`config.mk`:
```
export PLATFORM = sky130hd
export DESIGN_NAME = sequence_store_search_count_flat
export DESIGN_NICKNAME = d
export VERILOG_FILES = /design/src/rtl/sssc_pkg.sv /design/src/rtl/sssc_req_if.sv /design/src/rtl/sssc_rsp_if.sv /design/src/rtl/sssc_ram.sv /design/src/rtl/sssc_div.sv /design/src/rtl/sequence_store_search_count.sv /design/src/flat_wrapper.sv
export SDC_FILE = /design/constraint.sdc
export NUM_CORES = 2
export LEC_CHECK = 0
export BUFFER_PORTS_ARGS = -buffer_cell sky130_fd_sc_hd__buf_2
export CORE_MARGIN = 2
export CORE_UTILIZATION = 49
export CTS_BUF_LIST = sky130_fd_sc_hd__clkbuf_4 sky130_fd_sc_hd__clkbuf_8 sky130_fd_sc_hd__clkbuf_16
export DETAILED_ROUTE_END_ITERATION = 8
export PLACE_DENSITY = 0.73
export SLEW_MARGIN = 10
export SYNTH_ARGS = -nofsm -noshare
export SYNTH_HDL_FRONTEND = slang
export SYNTH_HIERARCHICAL = 1
export SYNTH_SLANG_ARGS = --single-unit
export TNS_END_PERCENT = 50
```
`constraint.sdc`:
```
create_clock -name clock -period 6.6 [get_ports clock]
set_clock_uncertainty 0.2 [all_clocks]
set_input_delay 1.32 -clock clock [delete_from_list [all_inputs] [get_ports clock]]
set_output_delay 1.32 -clock clock [all_outputs]
set_load 0.05 [all_outputs]
```
`src/rtl/sssc_pkg.sv`:
```
package sssc_pkg;

   localparam int STORE_DEPTH   = 64;
   localparam int VALUE_WIDTH   = 32;
   localparam int PERCENT_SCALE = 100;

   localparam int IDX_W  = (STORE_DEPTH > 1) ? $clog2(STORE_DEPTH) : 1;
   localparam int CNT_W  = $clog2(STORE_DEPTH + 1);
   localparam int NUM_W  = $clog2(STORE_DEPTH * PERCENT_SCALE + 1);
   localparam int STEP_W = $clog2(NUM_W + 1);

   localparam int MODE_FIELD_W   = 2;
   localparam int VALUE_FIELD_W  = 32;
   localparam int STATUS_FIELD_W = 2;
   localparam int COUNT_FIELD_W  = 7;
   localparam int PCT_FIELD_W    = 7;

   typedef logic [IDX_W-1:0]         idx_type;
   typedef logic [CNT_W-1:0]         cnt_type;
   typedef logic [NUM_W-1:0]         num_type;
   typedef logic [STEP_W-1:0]        step_type;
   typedef logic [VALUE_WIDTH-1:0]   value_type;
   typedef logic [IDX_W+1:0]         ring_sum_type;
   typedef logic [COUNT_FIELD_W-1:0] count_field_type;
   typedef logic [PCT_FIELD_W-1:0]   pct_field_type;

   typedef enum logic [MODE_FIELD_W-1:0] {
      MODE_FRONT   = 2'd0,
      MODE_BACK    = 2'd1,
      MODE_SEARCH  = 2'd2,
      MODE_PERCENT = 2'd3
   } mode_type;

   typedef enum logic [STATUS_FIELD_W-1:0] {
      STATUS_DONE  = 2'd0,
      STATUS_EMPTY = 2'd1,
      STATUS_FULL  = 2'd2
   } status_type;

   typedef enum logic [1:0] {
      ST_IDLE,
      ST_SCAN,
      ST_DIVIDE,
      ST_FINISH
   } state_type;

   // Ring position of base plus offset, wrapping at the store depth.
   function automatic idx_type ring_add(idx_type base, cnt_type offset);
      ring_sum_type sum;
      sum = ring_sum_type'(base) + ring_sum_type'(offset);
      if (sum >= ring_sum_type'(STORE_DEPTH)) begin
         sum = sum - ring_sum_type'(STORE_DEPTH);
      end
      return idx_type'(sum);
   endfunction

endpackage

```
`src/rtl/sssc_req_if.sv`:
```
interface sssc_req_if;
   logic                                     valid;
   logic                                     ready;
   logic [sssc_pkg::MODE_FIELD_W-1:0]        mode;
   logic signed [sssc_pkg::VALUE_FIELD_W-1:0] value;

   modport source (output valid, mode, value, input ready);
   modport sink   (input valid, mode, value, output ready);
endinterface

```
`src/rtl/sssc_rsp_if.sv`:
```
interface sssc_rsp_if;
   logic                                  valid;
   logic                                  ready;
   logic [sssc_pkg::STATUS_FIELD_W-1:0]   status;
   logic                                  found;
   logic [sssc_pkg::COUNT_FIELD_W-1:0]    match_count;
   logic [sssc_pkg::PCT_FIELD_W-1:0]      percent;
   logic [sssc_pkg::COUNT_FIELD_W-1:0]    entry_total;

   modport source (output valid, status, found, match_count, percent, entry_total,
                   input ready);
   modport sink   (input valid, status, found, match_count, percent, entry_total,
                   output ready);
endinterface

```
`src/rtl/sssc_ram.sv`:
```
module sssc_ram #(
   parameter int WIDTH = 32,
   parameter int DEPTH = 64
) (
   input  logic                                     clock,
   input  logic                                     wr_en,
   input  logic [((DEPTH > 1) ? $clog2(DEPTH) : 1)-1:0] wr_addr,
   input  logic [WIDTH-1:0]                         wr_data,
   input  logic                                     rd_en,
   input  logic [((DEPTH > 1) ? $clog2(DEPTH) : 1)-1:0] rd_addr,
   output logic [WIDTH-1:0]                         rd_data
);

   logic [WIDTH-1:0] mem_ff [DEPTH];
   logic [WIDTH-1:0] rd_data_ff;

   always_ff @(posedge clock) begin
      if (wr_en) begin
         mem_ff[wr_addr] <= wr_data;
      end
      if (rd_en) begin
         rd_data_ff <= mem_ff[rd_addr];
      end
   end

   assign rd_data = rd_data_ff;

endmodule

```
`src/rtl/sssc_div.sv`:
```
module sssc_div (
   input  logic              clock,
   input  logic              reset,
   input  logic              start,
   input  sssc_pkg::num_type dividend,
   input  sssc_pkg::cnt_type divisor,
   output logic              done,
   output sssc_pkg::num_type quotient
);

   typedef logic [sssc_pkg::CNT_W:0] trial_type;

   logic               busy_ff, busy_in;
   logic               done_ff, done_in;
   sssc_pkg::step_type step_ff, step_in;
   sssc_pkg::cnt_type  rem_ff, rem_in;
   sssc_pkg::num_type  quo_ff, quo_in;
   sssc_pkg::cnt_type  dsr_ff, dsr_in;
   trial_type          shifted;
   logic               fits;

   always_comb begin
      busy_in = busy_ff;
      done_in = 1'b0;
      step_in = step_ff;
      rem_in  = rem_ff;
      quo_in  = quo_ff;
      dsr_in  = dsr_ff;
      shifted = {rem_ff, quo_ff[sssc_pkg::NUM_W-1]};
      fits    = (shifted >= trial_type'(dsr_ff));
      if (start) begin
         busy_in = 1'b1;
         step_in = sssc_pkg::step_type'(sssc_pkg::NUM_W);
         rem_in  = '0;
         quo_in  = dividend;
         dsr_in  = divisor;
      end else if (busy_ff) begin
         if (fits) begin
            rem_in = sssc_pkg::cnt_type'(shifted - trial_type'(dsr_ff));
         end else begin
            rem_in = sssc_pkg::cnt_type'(shifted);
         end
         quo_in  = {quo_ff[sssc_pkg::NUM_W-2:0], fits};
         step_in = step_ff - 1'b1;
         if (step_ff == sssc_pkg::step_type'(1)) begin
            busy_in = 1'b0;
            done_in = 1'b1;
         end
      end
   end

   always_ff @(posedge clock) begin
      if (reset) begin
         busy_ff <= 1'b0;
         done_ff <= 1'b0;
         step_ff <= '0;
      end else begin
         busy_ff <= busy_in;
         done_ff <= done_in;
         step_ff <= step_in;
      end
      rem_ff <= rem_in;
      quo_ff <= quo_in;
      dsr_ff <= dsr_in;
   end

   assign done     = done_ff;
   assign quotient = quo_ff;

endmodule

```
`src/rtl/sequence_store_search_count.sv`:
```
// Channel   Direction  Beat contents
// req_bus   in         mode, value
// rsp_bus   out        status, found, match_count, percent, entry_total
//
// An add, a refused add or a query on an empty store goes straight to the finish
// state, which loads the result once the result register is free. A search first
// scans the entries; a percentage query then runs the bit-serial divider as well.
// The scan reads one entry a cycle through the single read port of the store.
// Reset clears the state, the head pointer, the entry count and the result valid flag.
// One request is in flight at a time; a finished result waits in its register
// until taken, while the block is already free for the next request.
module sequence_store_search_count (
   input  logic       clock,
   input  logic       reset,
   sssc_req_if.sink   req_bus,
   sssc_rsp_if.source rsp_bus
);

   sssc_pkg::state_type  state_ff, state_in;
   sssc_pkg::idx_type    head_ff, head_in;
   sssc_pkg::cnt_type    count_ff, count_in;
   sssc_pkg::mode_type   mode_ff, mode_in;
   sssc_pkg::value_type  value_ff, value_in;
   sssc_pkg::status_type res_status_ff, res_status_in;
   sssc_pkg::cnt_type    issue_ff, issue_in;
   logic                 pend_ff, pend_in;
   sssc_pkg::cnt_type    match_ff, match_in;

   logic                                  rsp_valid_ff, rsp_valid_in;
   logic [sssc_pkg::STATUS_FIELD_W-1:0]   rsp_status_ff, rsp_status_in;
   logic                                  rsp_found_ff, rsp_found_in;
   sssc_pkg::count_field_type             rsp_match_ff, rsp_match_in;
   sssc_pkg::pct_field_type               rsp_pct_ff, rsp_pct_in;
   sssc_pkg::count_field_type             rsp_total_ff, rsp_total_in;

   logic                 wr_en;
   sssc_pkg::idx_type    wr_addr;
   logic                 rd_en;
   sssc_pkg::idx_type    rd_addr;
   sssc_pkg::value_type  rd_data;
   logic                 div_start;
   logic                 div_done;
   sssc_pkg::num_type    div_dividend;
   sssc_pkg::num_type    div_quotient;
   sssc_pkg::mode_type   req_mode;
   sssc_pkg::value_type  req_value;
   logic                 req_take;

   assign req_mode  = sssc_pkg::mode_type'(req_bus.mode);
   assign req_value = sssc_pkg::value_type'(req_bus.value);
   assign req_take  = req_bus.valid && req_bus.ready;

   sssc_ram #(
      .WIDTH (sssc_pkg::VALUE_WIDTH),
      .DEPTH (sssc_pkg::STORE_DEPTH)
   ) u_store (
      .clock   (clock),
      .wr_en   (wr_en),
      .wr_addr (wr_addr),
      .wr_data (req_value),
      .rd_en   (rd_en),
      .rd_addr (rd_addr),
      .rd_data (rd_data)
   );

   assign div_dividend = sssc_pkg::num_type'(match_ff)
                         * sssc_pkg::num_type'(sssc_pkg::PERCENT_SCALE);

   sssc_div u_div (
      .clock    (clock),
      .reset    (reset),
      .start    (div_start),
      .dividend (div_dividend),
      .divisor  (count_ff),
      .done     (div_done),
      .quotient (div_quotient)
   );

   always_comb begin
      state_in      = state_ff;
      head_in       = head_ff;
      count_in      = count_ff;
      mode_in       = mode_ff;
      value_in      = value_ff;
      res_status_in = res_status_ff;
      issue_in      = issue_ff;
      pend_in       = 1'b0;
      match_in      = match_ff;
      wr_en         = 1'b0;
      wr_addr       = sssc_pkg::ring_add(head_ff, count_ff);
      rd_en         = 1'b0;
      rd_addr       = sssc_pkg::ring_add(head_ff, issue_ff);
      div_start     = 1'b0;
      rsp_valid_in  = rsp_valid_ff && !rsp_bus.ready;
      rsp_status_in = rsp_status_ff;
      rsp_found_in  = rsp_found_ff;
      rsp_match_in  = rsp_match_ff;
      rsp_pct_in    = rsp_pct_ff;
      rsp_total_in  = rsp_total_ff;
      req_bus.ready = (state_ff == sssc_pkg::ST_IDLE);

      case (state_ff)
         sssc_pkg::ST_IDLE: begin
            if (req_take) begin
               mode_in       = req_mode;
               value_in      = req_value;
               res_status_in = sssc_pkg::STATUS_DONE;
               issue_in      = '0;
               match_in      = '0;
               state_in      = sssc_pkg::ST_FINISH;
               if (req_mode == sssc_pkg::MODE_FRONT || req_mode == sssc_pkg::MODE_BACK) begin
                  if (count_ff == sssc_pkg::cnt_type'(sssc_pkg::STORE_DEPTH)) begin
                     res_status_in = sssc_pkg::STATUS_FULL;
                  end else begin
                     wr_en    = 1'b1;
                     count_in = count_ff + 1'b1;
                     if (req_mode == sssc_pkg::MODE_FRONT) begin
                        head_in = sssc_pkg::ring_add(head_ff,
                                     sssc_pkg::cnt_type'(sssc_pkg::STORE_DEPTH - 1));
                        wr_addr = head_in;
                     end
                  end
               end else if (count_ff == '0) begin
                  res_status_in = sssc_pkg::STATUS_EMPTY;
               end else begin
                  state_in = sssc_pkg::ST_SCAN;
               end
            end
         end
         sssc_pkg::ST_SCAN: begin
            rd_en = (issue_ff < count_ff);
            if (rd_en) begin
               issue_in = issue_ff + 1'b1;
               pend_in  = 1'b1;
            end
            if (pend_ff && rd_data == value_ff) begin
               match_in = match_ff + 1'b1;
            end
            if (!rd_en && !pend_ff) begin
               if (mode_ff == sssc_pkg::MODE_PERCENT) begin
                  div_start = 1'b1;
                  state_in  = sssc_pkg::ST_DIVIDE;
               end else begin
                  state_in = sssc_pkg::ST_FINISH;
               end
            end
         end
         sssc_pkg::ST_DIVIDE: begin
            if (div_done) begin
               state_in = sssc_pkg::ST_FINISH;
            end
         end
         sssc_pkg::ST_FINISH: begin
            if (!rsp_valid_ff || rsp_bus.ready) begin
               rsp_valid_in  = 1'b1;
               rsp_status_in = res_status_ff;
               rsp_found_in  = 1'b0;
               rsp_match_in  = '0;
               rsp_pct_in    = '0;
               rsp_total_in  = sssc_pkg::count_field_type'(count_ff);
               if (res_status_ff == sssc_pkg::STATUS_DONE) begin
                  if (mode_ff == sssc_pkg::MODE_SEARCH) begin
                     rsp_found_in = (match_ff != '0);
                  end else if (mode_ff == sssc_pkg::MODE_PERCENT) begin
                     rsp_match_in = sssc_pkg::count_field_type'(match_ff);
                     rsp_pct_in   = sssc_pkg::pct_field_type'(div_quotient);
                  end
               end
               state_in = sssc_pkg::ST_IDLE;
            end
         end
         default: begin
            state_in = sssc_pkg::ST_IDLE;
         end
      endcase
   end

   always_ff @(posedge clock) begin
      if (reset) begin
         state_ff     <= sssc_pkg::ST_IDLE;
         head_ff      <= '0;
         count_ff     <= '0;
         pend_ff      <= 1'b0;
         rsp_valid_ff <= 1'b0;
      end else begin
         state_ff     <= state_in;
         head_ff      <= head_in;
         count_ff     <= count_in;
         pend_ff      <= pend_in;
         rsp_valid_ff <= rsp_valid_in;
      end
      mode_ff       <= mode_in;
      value_ff      <= value_in;
      res_status_ff <= res_status_in;
      issue_ff      <= issue_in;
      match_ff      <= match_in;
      rsp_status_ff <= rsp_status_in;
      rsp_found_ff  <= rsp_found_in;
      rsp_match_ff  <= rsp_match_in;
      rsp_pct_ff    <= rsp_pct_in;
      rsp_total_ff  <= rsp_total_in;
   end

   assign rsp_bus.valid       = rsp_valid_ff;
   assign rsp_bus.status      = rsp_status_ff;
   assign rsp_bus.found       = rsp_found_ff;
   assign rsp_bus.match_count = rsp_match_ff;
   assign rsp_bus.percent     = rsp_pct_ff;
   assign rsp_bus.entry_total = rsp_total_ff;

   // The entry count never passes the depth of the store.
   assert property (@(posedge clock) disable iff (reset)
      count_ff <= sssc_pkg::cnt_type'(sssc_pkg::STORE_DEPTH))
      else $error("entry count above store depth");

   // A scan is only entered with live entries.
   assert property (@(posedge clock) disable iff (reset)
      (state_ff == sssc_pkg::ST_SCAN) |-> (count_ff != '0))
      else $error("scan on an empty store");

   // The divider finishes only while the sequencer waits for it.
   assert property (@(posedge clock) disable iff (reset)
      div_done |-> (state_ff == sssc_pkg::ST_DIVIDE))
      else $error("divider result outside divide phase");

   // The ring pointers change only on an accepted request.
   assert property (@(posedge clock) disable iff (reset)
      !req_take |=> ($stable(head_ff) && $stable(count_ff)))
      else $error("ring state changed without a request");

   // Matches never exceed the entries scanned so far.
   assert property (@(posedge clock) disable iff (reset)
      (state_ff == sssc_pkg::ST_SCAN) |-> (match_ff <= issue_ff))
      else $error("match count ahead of scan");

endmodule
```
`src/flat_wrapper.sv`:
```
// flat-port wrapper written by rule: the top's interface ports become plain ports
module sequence_store_search_count_flat 
  (clock, reset, req_bus_valid, req_bus_mode, req_bus_value, req_bus_ready, rsp_bus_valid, rsp_bus_status, rsp_bus_found, rsp_bus_match_count, rsp_bus_percent, rsp_bus_entry_total, rsp_bus_ready);
  sssc_req_if req_bus_i ();
  sssc_rsp_if rsp_bus_i ();
  input  logic clock;
  input  logic reset;
  input wire logic [$bits(req_bus_i.valid)-1:0] req_bus_valid;
  input wire logic [$bits(req_bus_i.mode)-1:0] req_bus_mode;
  input wire logic [$bits(req_bus_i.value)-1:0] req_bus_value;
  output wire logic [$bits(req_bus_i.ready)-1:0] req_bus_ready;
  output wire logic [$bits(rsp_bus_i.valid)-1:0] rsp_bus_valid;
  output wire logic [$bits(rsp_bus_i.status)-1:0] rsp_bus_status;
  output wire logic [$bits(rsp_bus_i.found)-1:0] rsp_bus_found;
  output wire logic [$bits(rsp_bus_i.match_count)-1:0] rsp_bus_match_count;
  output wire logic [$bits(rsp_bus_i.percent)-1:0] rsp_bus_percent;
  output wire logic [$bits(rsp_bus_i.entry_total)-1:0] rsp_bus_entry_total;
  input wire logic [$bits(rsp_bus_i.ready)-1:0] rsp_bus_ready;
  assign req_bus_i.valid = req_bus_valid;
  assign req_bus_i.mode = req_bus_mode;
  assign req_bus_i.value = req_bus_value;
  assign req_bus_ready = req_bus_i.ready;
  assign rsp_bus_valid = rsp_bus_i.valid;
  assign rsp_bus_status = rsp_bus_i.status;
  assign rsp_bus_found = rsp_bus_i.found;
  assign rsp_bus_match_count = rsp_bus_i.match_count;
  assign rsp_bus_percent = rsp_bus_i.percent;
  assign rsp_bus_entry_total = rsp_bus_i.entry_total;
  assign rsp_bus_i.ready = rsp_bus_ready;
  sequence_store_search_count u_core (.clock(clock), .reset(reset), .req_bus(req_bus_i), .rsp_bus(rsp_bus_i));
endmodule
```
==> results.cfg <==
[place]
io_buffers = 63
placed_cells = 6400
dp_hpwl_mm = 125
gp_congestion = 0.858

[timing]
slew_violations = 0
fmaxAchievable_mhz = 203
worst_pin_slew_ns = 1.20
final_hold_viol_count = 0
finalCritPeriodShare_pct = 74.5
setup_viol = 0
post-route-min-period_ns = 4.92
maxSlewHeadroom_pct = 19.9
rsz0062_at_grt = no
finalSetupTns_ns = 0

[yosys]
yosysMostFrequentCell = edfxtp_1
syn_area_per_cell_um2 = 21.0
synthArstFlopShare_pct = 0
synth-edff-count = 2174
synth.top_cells.by_area = edfxtp_1, mux4_2, mux2i_1
mappedNetlistArea_um2 = 85800
synth_warnings = 6
ys_seq_area_share_pct = 76.8
ys_types = 63
ys_dominant_reg_cell = edfxtp_1
synth_cells = 4082
ys_seq_elements = 2204
yosysTopAreaCell = edfxtp_1
synth_top_cells_by_count = edfxtp_1, mux4_2, nor2_1
synth_top_cell_area_share_pct = 76.1

[global_route]
antenna_found_initial = 23
grt_pass1_vias = 41600
grt_usage_pct = 24.1
grt_max_degree = 104
grt_first_pass_wirelength_mm = 308
grt-ovfl-total = 0

[floorplan]
start_util_pct = 49.3
die_area_um2 = 178000
coreArea_um2 = 174000
dieHeight_um = 422
io-pin-count = 64
die_w_um = 422
num_rows = 153

[cts]
clkSinkCount = 2204
cts_setup_buffers = 0
cts_tree = yes
path_clk_slew_ns = 0.07
numCtsBuffers = 205
clk-insertion-delay-late_ns = 0.84
ctsHoldBuffers = 0
cts-htree-levels = 4
cts_buffer_depth = 3
cts_root_buf = clkbuf_16
ctsResizeCount = 0

[detailed_routing]
drc = 0
drt-initial-drc-count = 6878
drt_wl_total_mm = 217
vias_per_cell = 6.42
first_pass_iters = 5
ant_nets = 0
wire_per_inst_um = 32.0
num_vias = 43600

[outcome]
outcome = completed

[final_layout]
nNetsFinal = 4384
fillers = 12500
syn_to_final_growth_pct = 12.8
fin_util_pct = 55.6
final_cells = 6787
seq_area_um2 = 65900
layout-drive-gt1-share_pct = 25.8
multi_input_area_um2 = 19300

[setup_path]
critPathLaunchType = flip-flop
crit_fanout = 36
worstPathRequired_ns = 6.99
path_class = flip-flop to flip-flop
end_kind = flip-flop
cp_data_arrival_time_ns = 5.30

[power_and_ir_drop]
irDropWorstVdd_mv = 0.606
cellLeakagePower_nw = 30.3
totalPowerFinal_mw = 42.5
powerDensity_nw_per_um2 = 439

[job]
drv_cap = 0

[min_path]
hp-class = flip-flop to flip-flop
==> logic make-up after synthesis <==
family	after synthesis	synth area share, %
mux	639	14.2
compound gates	333	2.88
fa+ha+maj	64	0.977
flops	2204	76.8
xor+xnor	77	0.786
other cells	1	0.00437
buf+inv	260	1.44
simple gates	504	2.95
==> sequential cells by signal (all words and copies together) (netlist names), 2 cells and up <==
name,count
u_core/match_ff,7
u_core/head_ff,6
u_core/rsp_bus.status,2
u_core/u_store/rd_data,32
u_core/rsp_bus.percent,7
u_core/issue_ff,7
u_core/u_div/rem_ff,7
u_core/res_status_ff,2
u_core/u_div/quotient,13
u_core/state_ff,2
u_core/count_ff,7
u_core/value_ff,32
u_core/rsp_bus.entry_total,7
u_core/rsp_bus.match_count,7
u_core/u_div/dsr_ff,7
u_core/u_store/mem_ff,2048
u_core/mode_ff,2
u_core/u_div/step_ff,4
==> area by class of cell <==
class                           instances  area share, %
Sequential cell                      2204           68.1
Antenna cell                            4         0.0103
Tap cell                             2325           3.01
Timing Repair Buffer                  208           1.81
Inverter                               44          0.178
Clock inverter                        131           1.28
Multi-Input combinational cell       1619           19.9
Clock buffer                          252           5.70
==> critical path, stage by stage (launching register included) <==
cell and delay (ns):
edfxtp_1 0.45, ha_1 0.30, a21o_1 0.17, a21oi_1 0.28, o21bai_1 0.10, a21oi_1 0.25
xnor2_2 0.14, buf_4 0.61, nand2_1 0.77, a211oi_1 0.78, o22ai_1 0.35, and3_1 0.25
==> metal layers <==
layer | GRT usage, % | share of wire, % | up-vias
li1 | - | - | 17400
met2 | 36.9 | 47 | 2921
met3 | 5.46 | 12 | 432
met5 | 0 | 0.039 | -
met1 | 34.3 | 37 | 22800
met4 | 9.01 | 4.0 | 14
==> report_power, final <==
group	leakage (nW)	switching (mW)	internal (mW)
sequential	19.8	0.176	15.9
clock	3.34	5.11	6.70
combinational	7.14	9.14	5.46
total	30.3	14.4	28.0
==> cells in the final DEF, fill, tap and decap left out, drive strengths merged, types with 57 or more instances in the layout <==
master / synthesis / routed
edfxtp: 2174 / 2174
xnor2: 58 / 58
o22ai: 78 / 78
nor2: 138 / 138
buf: 125 / 208
mux4: 456 / 456
clkbuf: 91 / 252
clkinv: 0 / 90
nand4: 58 / 58
ha: 59 / 59
nand3: 77 / 77
mux2: 57 / 57
nand2: 89 / 89
mux2i: 126 / 126
==> metrics by stage <==
stage	hold slack [ns]	worst slack (ns)	instance area [µm²]
final	0.262	1.68	96800
after global routing	0.280	1.57	96700
after CTS	0.256	1.88	96700
after detailed placement	0.237	1.19	90000
after global placement	0.240	1.26	90000
after floorplan	0.227	1.53	85800
==> path summary, 6_finish.rpt <==
check | start | end | slack (ns) | depth (start not counted)
hold / removal | u_core/res_status_ff[1]$_SDFFCE_PP0P_ | u_core/rsp_bus.status[1]$_DFFE_PP_ | 0.26 | 0
setup / recovery | u_core/issue_ff[1]$_SDFFCE_PN0P_ | u_core/u_store/rd_data[22]$_DFFE_PP_ | 1.68 | 11
setup reg to reg | u_core/issue_ff[1]$_SDFFCE_PN0P_ | u_core/u_store/rd_data[22]$_DFFE_PP_ | 1.68 | 11
hold reg to reg | u_core/res_status_ff[1]$_SDFFCE_PP0P_ | u_core/rsp_bus.status[1]$_DFFE_PP_ | 0.26 | 0
Power figures use the tool's default switching activity.
